<file path="src/hdl/hsva_pkg.sv">
// Shared types, widths and helpers for the HSV plus alpha to ARGB converter.
// No dependencies; every hdl/ module imports this package.
package hsva_pkg;

	localparam int FRAC_BITS = 16;
	localparam int IN_W      = FRAC_BITS + 1;
	localparam int H6_W      = IN_W + 3;
	localparam int SEC_W     = H6_W - FRAC_BITS;
	localparam int PROD_W    = 2 * FRAC_BITS + 1;

	typedef logic [IN_W-1:0]      frac_t;
	typedef logic [FRAC_BITS-1:0] ffrac_t;
	typedef logic [SEC_W-1:0]     sector_t;
	typedef logic [PROD_W-1:0]    prod_t;
	typedef logic [7:0]           level_t;

	localparam frac_t ONE = {1'b1, {FRAC_BITS{1'b0}}};

	// hue sectors; anything above SEC_MAGENTA gives black
	localparam sector_t SEC_RED     = SEC_W'(0);
	localparam sector_t SEC_YELLOW  = SEC_W'(1);
	localparam sector_t SEC_GREEN   = SEC_W'(2);
	localparam sector_t SEC_CYAN    = SEC_W'(3);
	localparam sector_t SEC_BLUE    = SEC_W'(4);
	localparam sector_t SEC_MAGENTA = SEC_W'(5);

	// per-stage advance enables
	typedef struct packed {
		logic s1;
		logic s2;
		logic s3;
		logic s4;
		logic s5;
	} pipe_en_t;

	// clamp a fraction to 1.0
	function automatic frac_t sat_one(frac_t x);
		return (x > ONE) ? ONE : x;
	endfunction

	// 255 * p / ONE^2, rounded half up
	function automatic level_t round_level(prod_t p);
		logic [PROD_W+7:0] w;
		w = {p, 8'b0} - {8'b0, p} + ((PROD_W + 8)'(1) << (2 * FRAC_BITS - 1));
		return w[2*FRAC_BITS+7:2*FRAC_BITS];
	endfunction

endpackage

</file>
<file path="src/hdl/hsva_prep.sv">
// Stages 1 and 2: split hue into sector and fraction, clamp inputs, alpha byte,
// then the f*s and (1-f)*s products. Depends on hsva_pkg.
module hsva_prep
	import hsva_pkg::*;
(
	input  logic     clk,
	input  pipe_en_t en,
	input  frac_t    hue,
	input  frac_t    saturation,
	input  frac_t    brightness,
	input  frac_t    alpha,
	output sector_t  sector_s2,
	output ffrac_t   fs_s2,
	output frac_t    nfs_s2,
	output frac_t    oms_s2,
	output frac_t    v_s2,
	output level_t   ab_s2
);

	logic [H6_W-1:0] h6;
	logic [IN_W+7:0] a255;
	level_t          ab;

	sector_t sector_s1;
	ffrac_t  f_s1;
	frac_t   s_s1;
	frac_t   v_s1;
	level_t  ab_s1;

	prod_t   fs_prod;
	frac_t   omf;
	prod_t   nfs_prod;

	// hue * 6 as 4*hue + 2*hue
	assign h6   = {1'b0, hue, 2'b00} + {2'b00, hue, 1'b0};
	assign a255 = {alpha, 8'b0} - {8'b0, alpha};
	assign ab   = a255[FRAC_BITS+8] ? 8'hFF : a255[FRAC_BITS+7:FRAC_BITS];

	always_ff @(posedge clk) begin
		if (en.s1) begin
			sector_s1 <= h6[H6_W-1:FRAC_BITS];
			f_s1      <= h6[FRAC_BITS-1:0];
			s_s1      <= sat_one(saturation);
			v_s1      <= sat_one(brightness);
			ab_s1     <= ab;
		end
	end

	assign fs_prod  = PROD_W'(f_s1) * PROD_W'(s_s1);
	assign omf      = ONE - {1'b0, f_s1};
	assign nfs_prod = PROD_W'(omf) * PROD_W'(s_s1);

	always_ff @(posedge clk) begin
		if (en.s2) begin
			sector_s2 <= sector_s1;
			fs_s2     <= fs_prod[2*FRAC_BITS-1:FRAC_BITS];
			nfs_s2    <= nfs_prod[2*FRAC_BITS:FRAC_BITS];
			oms_s2    <= ONE - s_s1;
			v_s2      <= v_s1;
			ab_s2     <= ab_s1;
		end
	end

endmodule

</file>
<file path="src/hdl/hsva_level.sv">
// Stages 3 and 4: v times each complement, then scale by 255 and round to bytes.
// Depends on hsva_pkg.
module hsva_level
	import hsva_pkg::*;
(
	input  logic     clk,
	input  pipe_en_t en,
	input  sector_t  sector_s2,
	input  ffrac_t   fs_s2,
	input  frac_t    nfs_s2,
	input  frac_t    oms_s2,
	input  frac_t    v_s2,
	input  level_t   ab_s2,
	output sector_t  sector_s4,
	output level_t   lp_s4,
	output level_t   lq_s4,
	output level_t   lt_s4,
	output level_t   lv_s4,
	output level_t   ab_s4
);

	frac_t                  m_q;
	frac_t                  m_t;
	logic [FRAC_BITS+8:0]   lv_sum;

	prod_t   pp_s3;
	prod_t   pq_s3;
	prod_t   pt_s3;
	level_t  lv_s3;
	sector_t sector_s3;
	level_t  ab_s3;

	assign m_q    = ONE - {1'b0, fs_s2};
	assign m_t    = ONE - nfs_s2;
	// full level needs no multiplier: (255*v + half) / ONE
	assign lv_sum = {v_s2, 8'b0} - {8'b0, v_s2}
		+ ((FRAC_BITS + 9)'(1) << (FRAC_BITS - 1));

	always_ff @(posedge clk) begin
		if (en.s3) begin
			pp_s3     <= PROD_W'(v_s2) * PROD_W'(oms_s2);
			pq_s3     <= PROD_W'(v_s2) * PROD_W'(m_q);
			pt_s3     <= PROD_W'(v_s2) * PROD_W'(m_t);
			lv_s3     <= lv_sum[FRAC_BITS+7:FRAC_BITS];
			sector_s3 <= sector_s2;
			ab_s3     <= ab_s2;
		end
	end

	always_ff @(posedge clk) begin
		if (en.s4) begin
			lp_s4     <= round_level(pp_s3);
			lq_s4     <= round_level(pq_s3);
			lt_s4     <= round_level(pt_s3);
			lv_s4     <= lv_s3;
			sector_s4 <= sector_s3;
			ab_s4     <= ab_s3;
		end
	end

endmodule

</file>
<file path="src/hdl/hsva_pack.sv">
// Stage 5: route the four levels to red, green and blue by sector and pack ARGB.
// Depends on hsva_pkg.
module hsva_pack
	import hsva_pkg::*;
(
	input  logic        clk,
	input  pipe_en_t    en,
	input  sector_t     sector_s4,
	input  level_t      lp_s4,
	input  level_t      lq_s4,
	input  level_t      lt_s4,
	input  level_t      lv_s4,
	input  level_t      ab_s4,
	output logic [31:0] argb_s5
);

	logic [23:0] rgb;

	always_comb begin
		case (sector_s4)
			SEC_RED:     rgb = {lv_s4, lt_s4, lp_s4};
			SEC_YELLOW:  rgb = {lq_s4, lv_s4, lp_s4};
			SEC_GREEN:   rgb = {lp_s4, lv_s4, lt_s4};
			SEC_CYAN:    rgb = {lp_s4, lq_s4, lv_s4};
			SEC_BLUE:    rgb = {lt_s4, lp_s4, lv_s4};
			SEC_MAGENTA: rgb = {lv_s4, lp_s4, lq_s4};
			default:     rgb = 24'h0;
		endcase
	end

	always_ff @(posedge clk) begin
		if (en.s5) begin
			argb_s5 <= {ab_s4, rgb};
		end
	end

endmodule

</file>
<file path="src/hdl/hsv_alpha_to_argb.sv">
// HSV plus alpha to packed ARGB converter, top level. Depends on hsva_pkg,
// hsva_prep, hsva_level and hsva_pack.
//
// Takes one pixel request per clock while pix_stall is low (hue, saturation,
// brightness, alpha as unsigned Q1.16 fractions) and returns one 32-bit ARGB
// word per request, in order. The five register stages are: hue split and
// clamping, the f*s products, the v*(1-x) products, scaling by 255 with
// half-up rounding, and sector routing. Throughput is one request per cycle
// unless the output stalls; each stage advances independently, so bubbles close
// up under output stall and pix_stall rises only when all five stages hold data
// and argb_stall is high. A hue of 1.0 or more gives zero
// color bytes; saturation and brightness above 1.0 act as 1.0; the alpha byte
// is floor(255*alpha) clamped to 255.
module hsv_alpha_to_argb
	import hsva_pkg::*;
(
	input  logic        clk,
	input  logic        arst_n,
	input  logic        pix_valid,
	output logic        pix_stall,
	input  frac_t       hue,
	input  frac_t       saturation,
	input  frac_t       brightness,
	input  frac_t       alpha,
	output logic        argb_valid,
	input  logic        argb_stall,
	output logic [31:0] argb
);

	pipe_en_t en;
	logic     vld_s1, vld_s2, vld_s3, vld_s4, vld_s5;

	sector_t sector_s2, sector_s4;
	ffrac_t  fs_s2;
	frac_t   nfs_s2, oms_s2, v_s2;
	level_t  ab_s2, ab_s4;
	level_t  lp_s4, lq_s4, lt_s4, lv_s4;

	// A stage advances when it is empty or the next one advances.
	assign en.s5 = !vld_s5 || !argb_stall;
	assign en.s4 = !vld_s4 || en.s5;
	assign en.s3 = !vld_s3 || en.s4;
	assign en.s2 = !vld_s2 || en.s3;
	assign en.s1 = !vld_s1 || en.s2;

	assign pix_stall  = !en.s1;
	assign argb_valid = vld_s5;

	// Valid bits travel with the data; hold them while the stage is blocked.
	always_ff @(posedge clk or negedge arst_n) begin
		if (!arst_n) begin
			vld_s1 <= 1'b0;
			vld_s2 <= 1'b0;
			vld_s3 <= 1'b0;
			vld_s4 <= 1'b0;
			vld_s5 <= 1'b0;
		end else begin
			if (en.s1) vld_s1 <= pix_valid;
			if (en.s2) vld_s2 <= vld_s1;
			if (en.s3) vld_s3 <= vld_s2;
			if (en.s4) vld_s4 <= vld_s3;
			if (en.s5) vld_s5 <= vld_s4;
		end
	end

	hsva_prep u_prep (
		.clk        (clk),
		.en         (en),
		.hue        (hue),
		.saturation (saturation),
		.brightness (brightness),
		.alpha      (alpha),
		.sector_s2  (sector_s2),
		.fs_s2      (fs_s2),
		.nfs_s2     (nfs_s2),
		.oms_s2     (oms_s2),
		.v_s2       (v_s2),
		.ab_s2      (ab_s2)
	);

	hsva_level u_level (
		.clk       (clk),
		.en        (en),
		.sector_s2 (sector_s2),
		.fs_s2     (fs_s2),
		.nfs_s2    (nfs_s2),
		.oms_s2    (oms_s2),
		.v_s2      (v_s2),
		.ab_s2     (ab_s2),
		.sector_s4 (sector_s4),
		.lp_s4     (lp_s4),
		.lq_s4     (lq_s4),
		.lt_s4     (lt_s4),
		.lv_s4     (lv_s4),
		.ab_s4     (ab_s4)
	);

	hsva_pack u_pack (
		.clk       (clk),
		.en        (en),
		.sector_s4 (sector_s4),
		.lp_s4     (lp_s4),
		.lq_s4     (lq_s4),
		.lt_s4     (lt_s4),
		.lv_s4     (lv_s4),
		.ab_s4     (ab_s4),
		.argb_s5   (argb)
	);

	// Input backpressure only when every stage is full and the output is stalled.
	a_stall_full: assert property (@(posedge clk) disable iff (!arst_n)
		pix_stall |-> (vld_s1 && vld_s2 && vld_s3 && vld_s4 && vld_s5 && argb_stall))
		else $error("input stalled while pipeline has room");

	// A request leaving stage 4 into a free output stage must show up at the output.
	a_advance: assert property (@(posedge clk) disable iff (!arst_n)
		(en.s5 && vld_s4) |=> argb_valid)
		else $error("request lost between stage 4 and output");

	// An idle input cycle that is taken leaves a bubble in stage 1.
	a_bubble: assert property (@(posedge clk) disable iff (!arst_n)
		(en.s1 && !pix_valid) |=> !vld_s1)
		else $error("stage 1 marked valid without a request");

endmodule

</file>
<file path="config.mk">
export PLATFORM = sky130hd
export DESIGN_NAME = hsv_alpha_to_argb
export DESIGN_NICKNAME = d
export VERILOG_FILES = /design/src/hdl/hsva_pkg.sv /design/src/hdl/hsva_prep.sv /design/src/hdl/hsva_level.sv /design/src/hdl/hsva_pack.sv /design/src/hdl/hsv_alpha_to_argb.sv
export SDC_FILE = /design/constraint.sdc
export NUM_CORES = 2
export LEC_CHECK = 0
export BUFFER_PORTS_ARGS = -buffer_cell sky130_fd_sc_hd__buf_2
export CAP_MARGIN = 40
export CORE_ASPECT_RATIO = 1.25
export CORE_MARGIN = 10
export CORE_UTILIZATION = 30
export DETAILED_ROUTE_END_ITERATION = 7
export SYNTH_ARGS = -nofsm -noshare
export SYNTH_HDL_FRONTEND = slang
export SYNTH_SLANG_ARGS = --single-unit
</file>
<file path="constraint.sdc">
create_clock -name clk -period 8.1 [get_ports clk]
set_input_delay 2.025 -clock clk [delete_from_list [all_inputs] [get_ports clk]]
set_output_delay 2.025 -clock clk [all_outputs]
set_load 0.05 [all_outputs]
</file>
Word-level counts from Yosys, hierarchy flattened
Index checks and enable logic that the tools add are counted.

Add/sub/neg operators: 14. Multiply operators: 5. Order comparisons: 2. Equality and inequality tests: 5. Muxes and demuxes: 1. Reductions and logical operators: 13.

Operator list (count): $pmux 24 s6 (1); $mul 17x17->33 (4); $add 40x32->40 const B (3); $sub 40x33->40 (3); $gt 17x17->1 const B (2); $sub 17x16->17 const A (2); $sub 17x17->17 const A (2); $mul 16x17->32 (1); $sub 25x17->25 (1); $add 24x16->24 const B (1); $sub 24x17->24 (1); $add 19x18->20 (1); $eq 4x2->1 const B (2); $eq 4x3->1 const B (2); $logic_not 1->1 (7); $logic_or 1x1->1 (5); $eq 4x1->1 const B (1); $logic_not 4->1 (1).

Bits in registers: 341. Output and inout bits: 34. Logic and storage cells: 69.

Logic depth before layout (Yosys ltp)
Depth after elaboration: 7. Gate-level depth with buffers: 32. Gate-level depth less buffers: 29.

Hierarchy
Synthesis repeated with hierarchy kept, for this count alone.

Cell total of the unflattened synthesis: 6518. Area total of the unflattened synthesis: 62384.8 um2.

Modules (own cells, without submodules): hsva_level (instances 1, cells an instance 4036, area each 37596.1 um2, seq. area each 4894.7 um2); hsva_prep (instances 1, cells an instance 2298, area each 22559.1 um2, seq. area each 4204.0 um2); hsva_pack (instances 1, cells an instance 166, area each 2019.4 um2, seq. area each 960.9 um2); hsv_alpha_to_argb (instances 1, cells an instance 18, area each 210.2 um2, seq. area each 125.1 um2).

Least setup slack after synthesis
Ideal clock, no wire load.

Kind: reg-to-reg. From: reg u_prep.f_s1[1]. To: reg u_prep.nfs_s2[8], data pin. Setup time: 0.262 ns. Data arrival time: 7.661 ns. Data required time: 7.838 ns. Setup slack: 0.177 ns. Stages on the path, launching flop included: 30. Buffers on the path: 3. Period minus slack after synthesis: 7.923 ns. Cell sequence: edfxtp_1 -> clkbuf_1 -> clkbuf_1 -> inv_1 -> ha_1 -> nand2_1 -> or3_1 -> nor4b_1 -> xnor2_1 -> clkbuf_1 -> nand2_1 -> fa_1 -> fa_1 -> fa_1 -> fa_1 -> inv_1 -> fa_1 -> inv_1 -> fa_1 -> inv_1 -> ha_1 -> o211a_1 -> a221oi_1 -> nor2b_1 -> o21a_1 -> a311oi_1 -> o21bai_1 -> a21oi_1 -> o21bai_1 -> xor2_1.

Longest elaborated chain between the ends: 2.

Ends and longest elaborated chain: start, declared (RTL line hsva_prep.sv:25) `ffrac_t f_s1;`; start signal, assigned (RTL line hsva_prep.sv:42) `f_s1 <= h6[FRAC_BITS-1:0];`; $sub 17x16->17 (RTL line hsva_prep.sv:50) `assign omf = ONE - {1'b0, f_s1};`; $mul 17x17->33 (RTL line hsva_prep.sv:51) `assign nfs_prod = PROD_W'(omf) * PROD_W'(s_s1);`; via u_prep.nfs_prod[24] (RTL line hsva_prep.sv:32) `prod_t nfs_prod;`; end signal, assigned (RTL line hsva_prep.sv:57) `nfs_s2 <= nfs_prod[2*FRAC_BITS:FRAC_BITS];`; end, declared (RTL line hsva_prep.sv:14) `output frac_t nfs_s2,`.

The timed path passes the listed nets, and every way through them passes these cells. A chain may end at the register's enable or synchronous reset.

Final worst setup path
From: reg u_prep.nfs_s2[2]. To: reg u_level.pt_s3[32], data pin.

Longest elaborated chain between the ends: 2.

Ends and longest elaborated chain: $sub 17x17->17 (RTL line hsva_level.sv:34) `assign m_t = ONE - nfs_s2;`; $mul 17x17->33 (RTL line hsva_level.sv:43) `pt_s3 <= PROD_W'(v_s2) * PROD_W'(m_t);`; end signal, assigned (RTL line hsva_level.sv:43); end, declared (RTL line hsva_level.sv:28) `prod_t pt_s3;`.

No other way between the ends.

==> results.sh <==
export IMPL_gp_congestion=0.878
export IMPL_num_rows=186
export IMPL_drtAntennaViolNets=0
export IMPL_path_class="flop to flop"
export IMPL_syn_nets=8343
export IMPL_num_vias=43600
export IMPL_grt_pass1_vias=48400
export IMPL_fin_nets=8409
export IMPL_drt_iter0_drc=2182
export IMPL_clk_pin_slew_worst_paths_ps=70
export IMPL_cp_start_kind="flop"
export IMPL_slew_viol_final=0
export IMPL_grt_usage_pct=14.5
export IMPL_hp_class="flop to flop"
export IMPL_firstDrtPassIters=6
export IMPL_max_clock_freq_ghz=0.130
export IMPL_fin_ws_ps=427
export IMPL_wire_per_inst_um=17.3
export IMPL_synth_warnings=0
export IMPL_wirelength_um=161000
export IMPL_synth_ff_type="edfxtp_1"
export IMPL_yosysUniqueCellTypes=75
export IMPL_finalSetupViolCount=0
export IMPL_final_common_cell="inv_1"
export IMPL_clock_sinks=340
export IMPL_path_max_fanout=9
export IMPL_drv_cap=0
export IMPL_synth_area_um2=61700
export IMPL_grt_overflow=0
export IMPL_ys_ff_latch=340
export IMPL_finClkSkew_ps=43.3
export IMPL_r2r_slack_ps=430
export IMPL_async_flop_share_pct=1.47
export IMPL_clock_latency_ps=630
export IMPL_cts_buffer_depth=3
export IMPL_arrival_ps=8060
export IMPL_h_tree_depth=2
export IMPL_worst_pin_slew_ps=1030
export IMPL_finalHoldViolCount=0
export IMPL_viasPerCell=4.69
export IMPL_end_kind="flop"
export IMPL_fin_crit_sh_pct=94.7
export IMPL_status="finished clean"
export IMPL_final_setup_tns_ps=0
export IMPL_drcViolationCount=0
export IMPL_die_w_um=426
export IMPL_worst_endpoint_required_ps=8490
export IMPL_ys_seq_area_share_pct=16.5
export IMPL_antenna_found_initial=4
export IMPL_synth_avg_cell_area_um2=9.53
export IMPL_die_area_um2=224000
export IMPL_grt_pass1_wl_um=260000
export IMPL_layout_common_cells="inv_1 (1450), fa_1 (1068), nand2_1 (969), ha_1 (734), and2_1 (482)"
export IMPL_syn2layout_area_growth_pct=9.98
export IMPL_cts_buffers_inserted=42
export IMPL_dp_hpwl_um=134000
export IMPL_core_area_um2=205000
export IMPL_start_util_pct=30.1
export IMPL_cts_tree="built"
export IMPL_min_period_ps=7670
export IMPL_ios=106
export IMPL_cts_root_buf="clkbuf_16"
export IMPL_synth_cells=6469
export IMPL_slew_headroom_pct=31.6
export IMPL_io_buffers=105
export IMPL_rsz0062_at_grt="no"
export IMPL_synth_edff_count=335
export IMPL_cts_hold_buf=0
export IMPL_die_y_um=527
export IMPL_drive_gt1_share_pct=6.17
export IMPL_place_ws_ps=241
export IMPL_grt_max_degree=108
## final cells by class
class,instances,area [um^2]
fillers,20800,137000
multi-input cells,4400,45100
flip-flops and latches,340,10200
inverters,1451,5450
well taps,2726,3410
repair buffers,300,2280
clock buffers,43,1050
clock inverters,31,377
diodes,1,2.50
## critical path: stages (launching register included)
cell and delay (ps):
edfxtp_1 440, or4_4 570, nor4_2 240, nand3b_1 210, or4_4 560, xnor2_2 330
buf_4 240, and2_1 150, fa_1 440, fa_1 520, fa_1 430, fa_1 460
fa_1 490, inv_1 50, fa_1 470, inv_1 60, ha_1 370, a21o_1 200
a21o_1 170, a21oi_1 230, nor2b_1 90, a31oi_1 220, nand2_1 80, o41ai_1 310
xnor2_1 130
## registers in the layout (all words and copies together), names as in the netlist, 15 cells and up
signal	cells
u_level.pp_s3	33
u_prep.v_s1	17
u_level.pt_s3	33
u_prep.v_s2	17
u_prep.nfs_s2	17
u_pack.argb_s5	32
u_prep.s_s1	17
u_prep.fs_s2	16
u_prep.oms_s2	17
u_level.pq_s3	33
u_prep.f_s1	15
## kinds of logic (layout without fill, tap and decap cells)
kind of cell / count (synthesis) / count (layout) / share of synthesized area, %
AOI/OAI and AO/OA: 495 / 495 / 5.54
xor gates and xnor gates: 228 / 228 / 3.26
adders and majority gates: 1802 / 1802 / 49.6
buffers and inverters: 1729 / 1825 / 10.5
DFF: 340 / 340 / 16.5
other: 0 / 1 / 0
and+or+nand+nor: 1875 / 1875 / 14.6
## metal layers
| metal | track usage, % | wire length [um] |
|---|---|---|
| met4 | 6.66 | 8240 |
| met5 | 0 | 0 |
| met2 | 26.0 | 81000 |
| met1 | 17.1 | 64500 |
| met3 | 1.59 | 7410 |
## synthesized netlist by cell type, types with 16 or more instances
cell type  count  share of area [%]
a221o_1       24               0.39
nand2b_1      25               0.25
nand4_1       21               0.21
xnor2_1      172                2.4
o211ai_1      18               0.22
o21a_1        30               0.37
a31oi_1       16               0.16
edfxtp_1     335                 16
o21bai_1      19               0.23
a211oi_1      25               0.30
nand2_1      970                5.9
o21ai_1       16               0.13
a21o_1        54               0.66
o21ai_0       60               0.49
nand3_1       39               0.32
nor4_1        30               0.30
inv_1       1451                8.8
nor2b_1       47               0.48
a22o_1        25               0.35
ha_1         734                 15
fa_1        1068                 35
clkbuf_1     271                1.6
xor2_1        54               0.77
or3_1         18               0.18
nor2_1       108               0.66
and3_1        36               0.37
a21oi_1      130                1.1
and2_1       482                4.9
nor3_1        48               0.39
## worst paths after layout
kind,start,end,depth (start not counted)
hold reg to reg,u_level.sector_s3[0],u_level.sector_s4[0],0
min in group asynchronous,arst_n,argb_valid,1
hold / removal,u_level.sector_s3[0],u_level.sector_s4[0],0
setup / recovery,u_prep.nfs_s2[2],u_level.pt_s3[32],24
setup reg to reg,u_prep.nfs_s2[2],u_level.pt_s3[32],24
max in group asynchronous,arst_n,vld_s3,1
## repair_timing
| action | in CTS | in global routing |
|---|---|---|
| resized for setup | 0 | 8 |
| setup buffers | 0 | 0 |
| setup endpoints to repair | 0 | 6 |
## per-stage QoR
step | area, um^2 | std cells | utilization [%] | hold slack, ps
2_1_floorplan | 61700 | 6469 | - | 400
3_3_place_gp | 66000 | 9194 | 32.2 | 400
3_5_place_dp | 66400 | 9217 | 32.4 | 405
4_1_cts | 67800 | 9291 | 33.1 | 390
5_1_grt | 67800 | 9292 | 33.1 | 422
6_report | 67800 | 9292 | 33.1 | 391
Power is left out: the tool's default activity adds up to more than one toggle a clock period on the data nets, which glitch-free logic cannot reach.
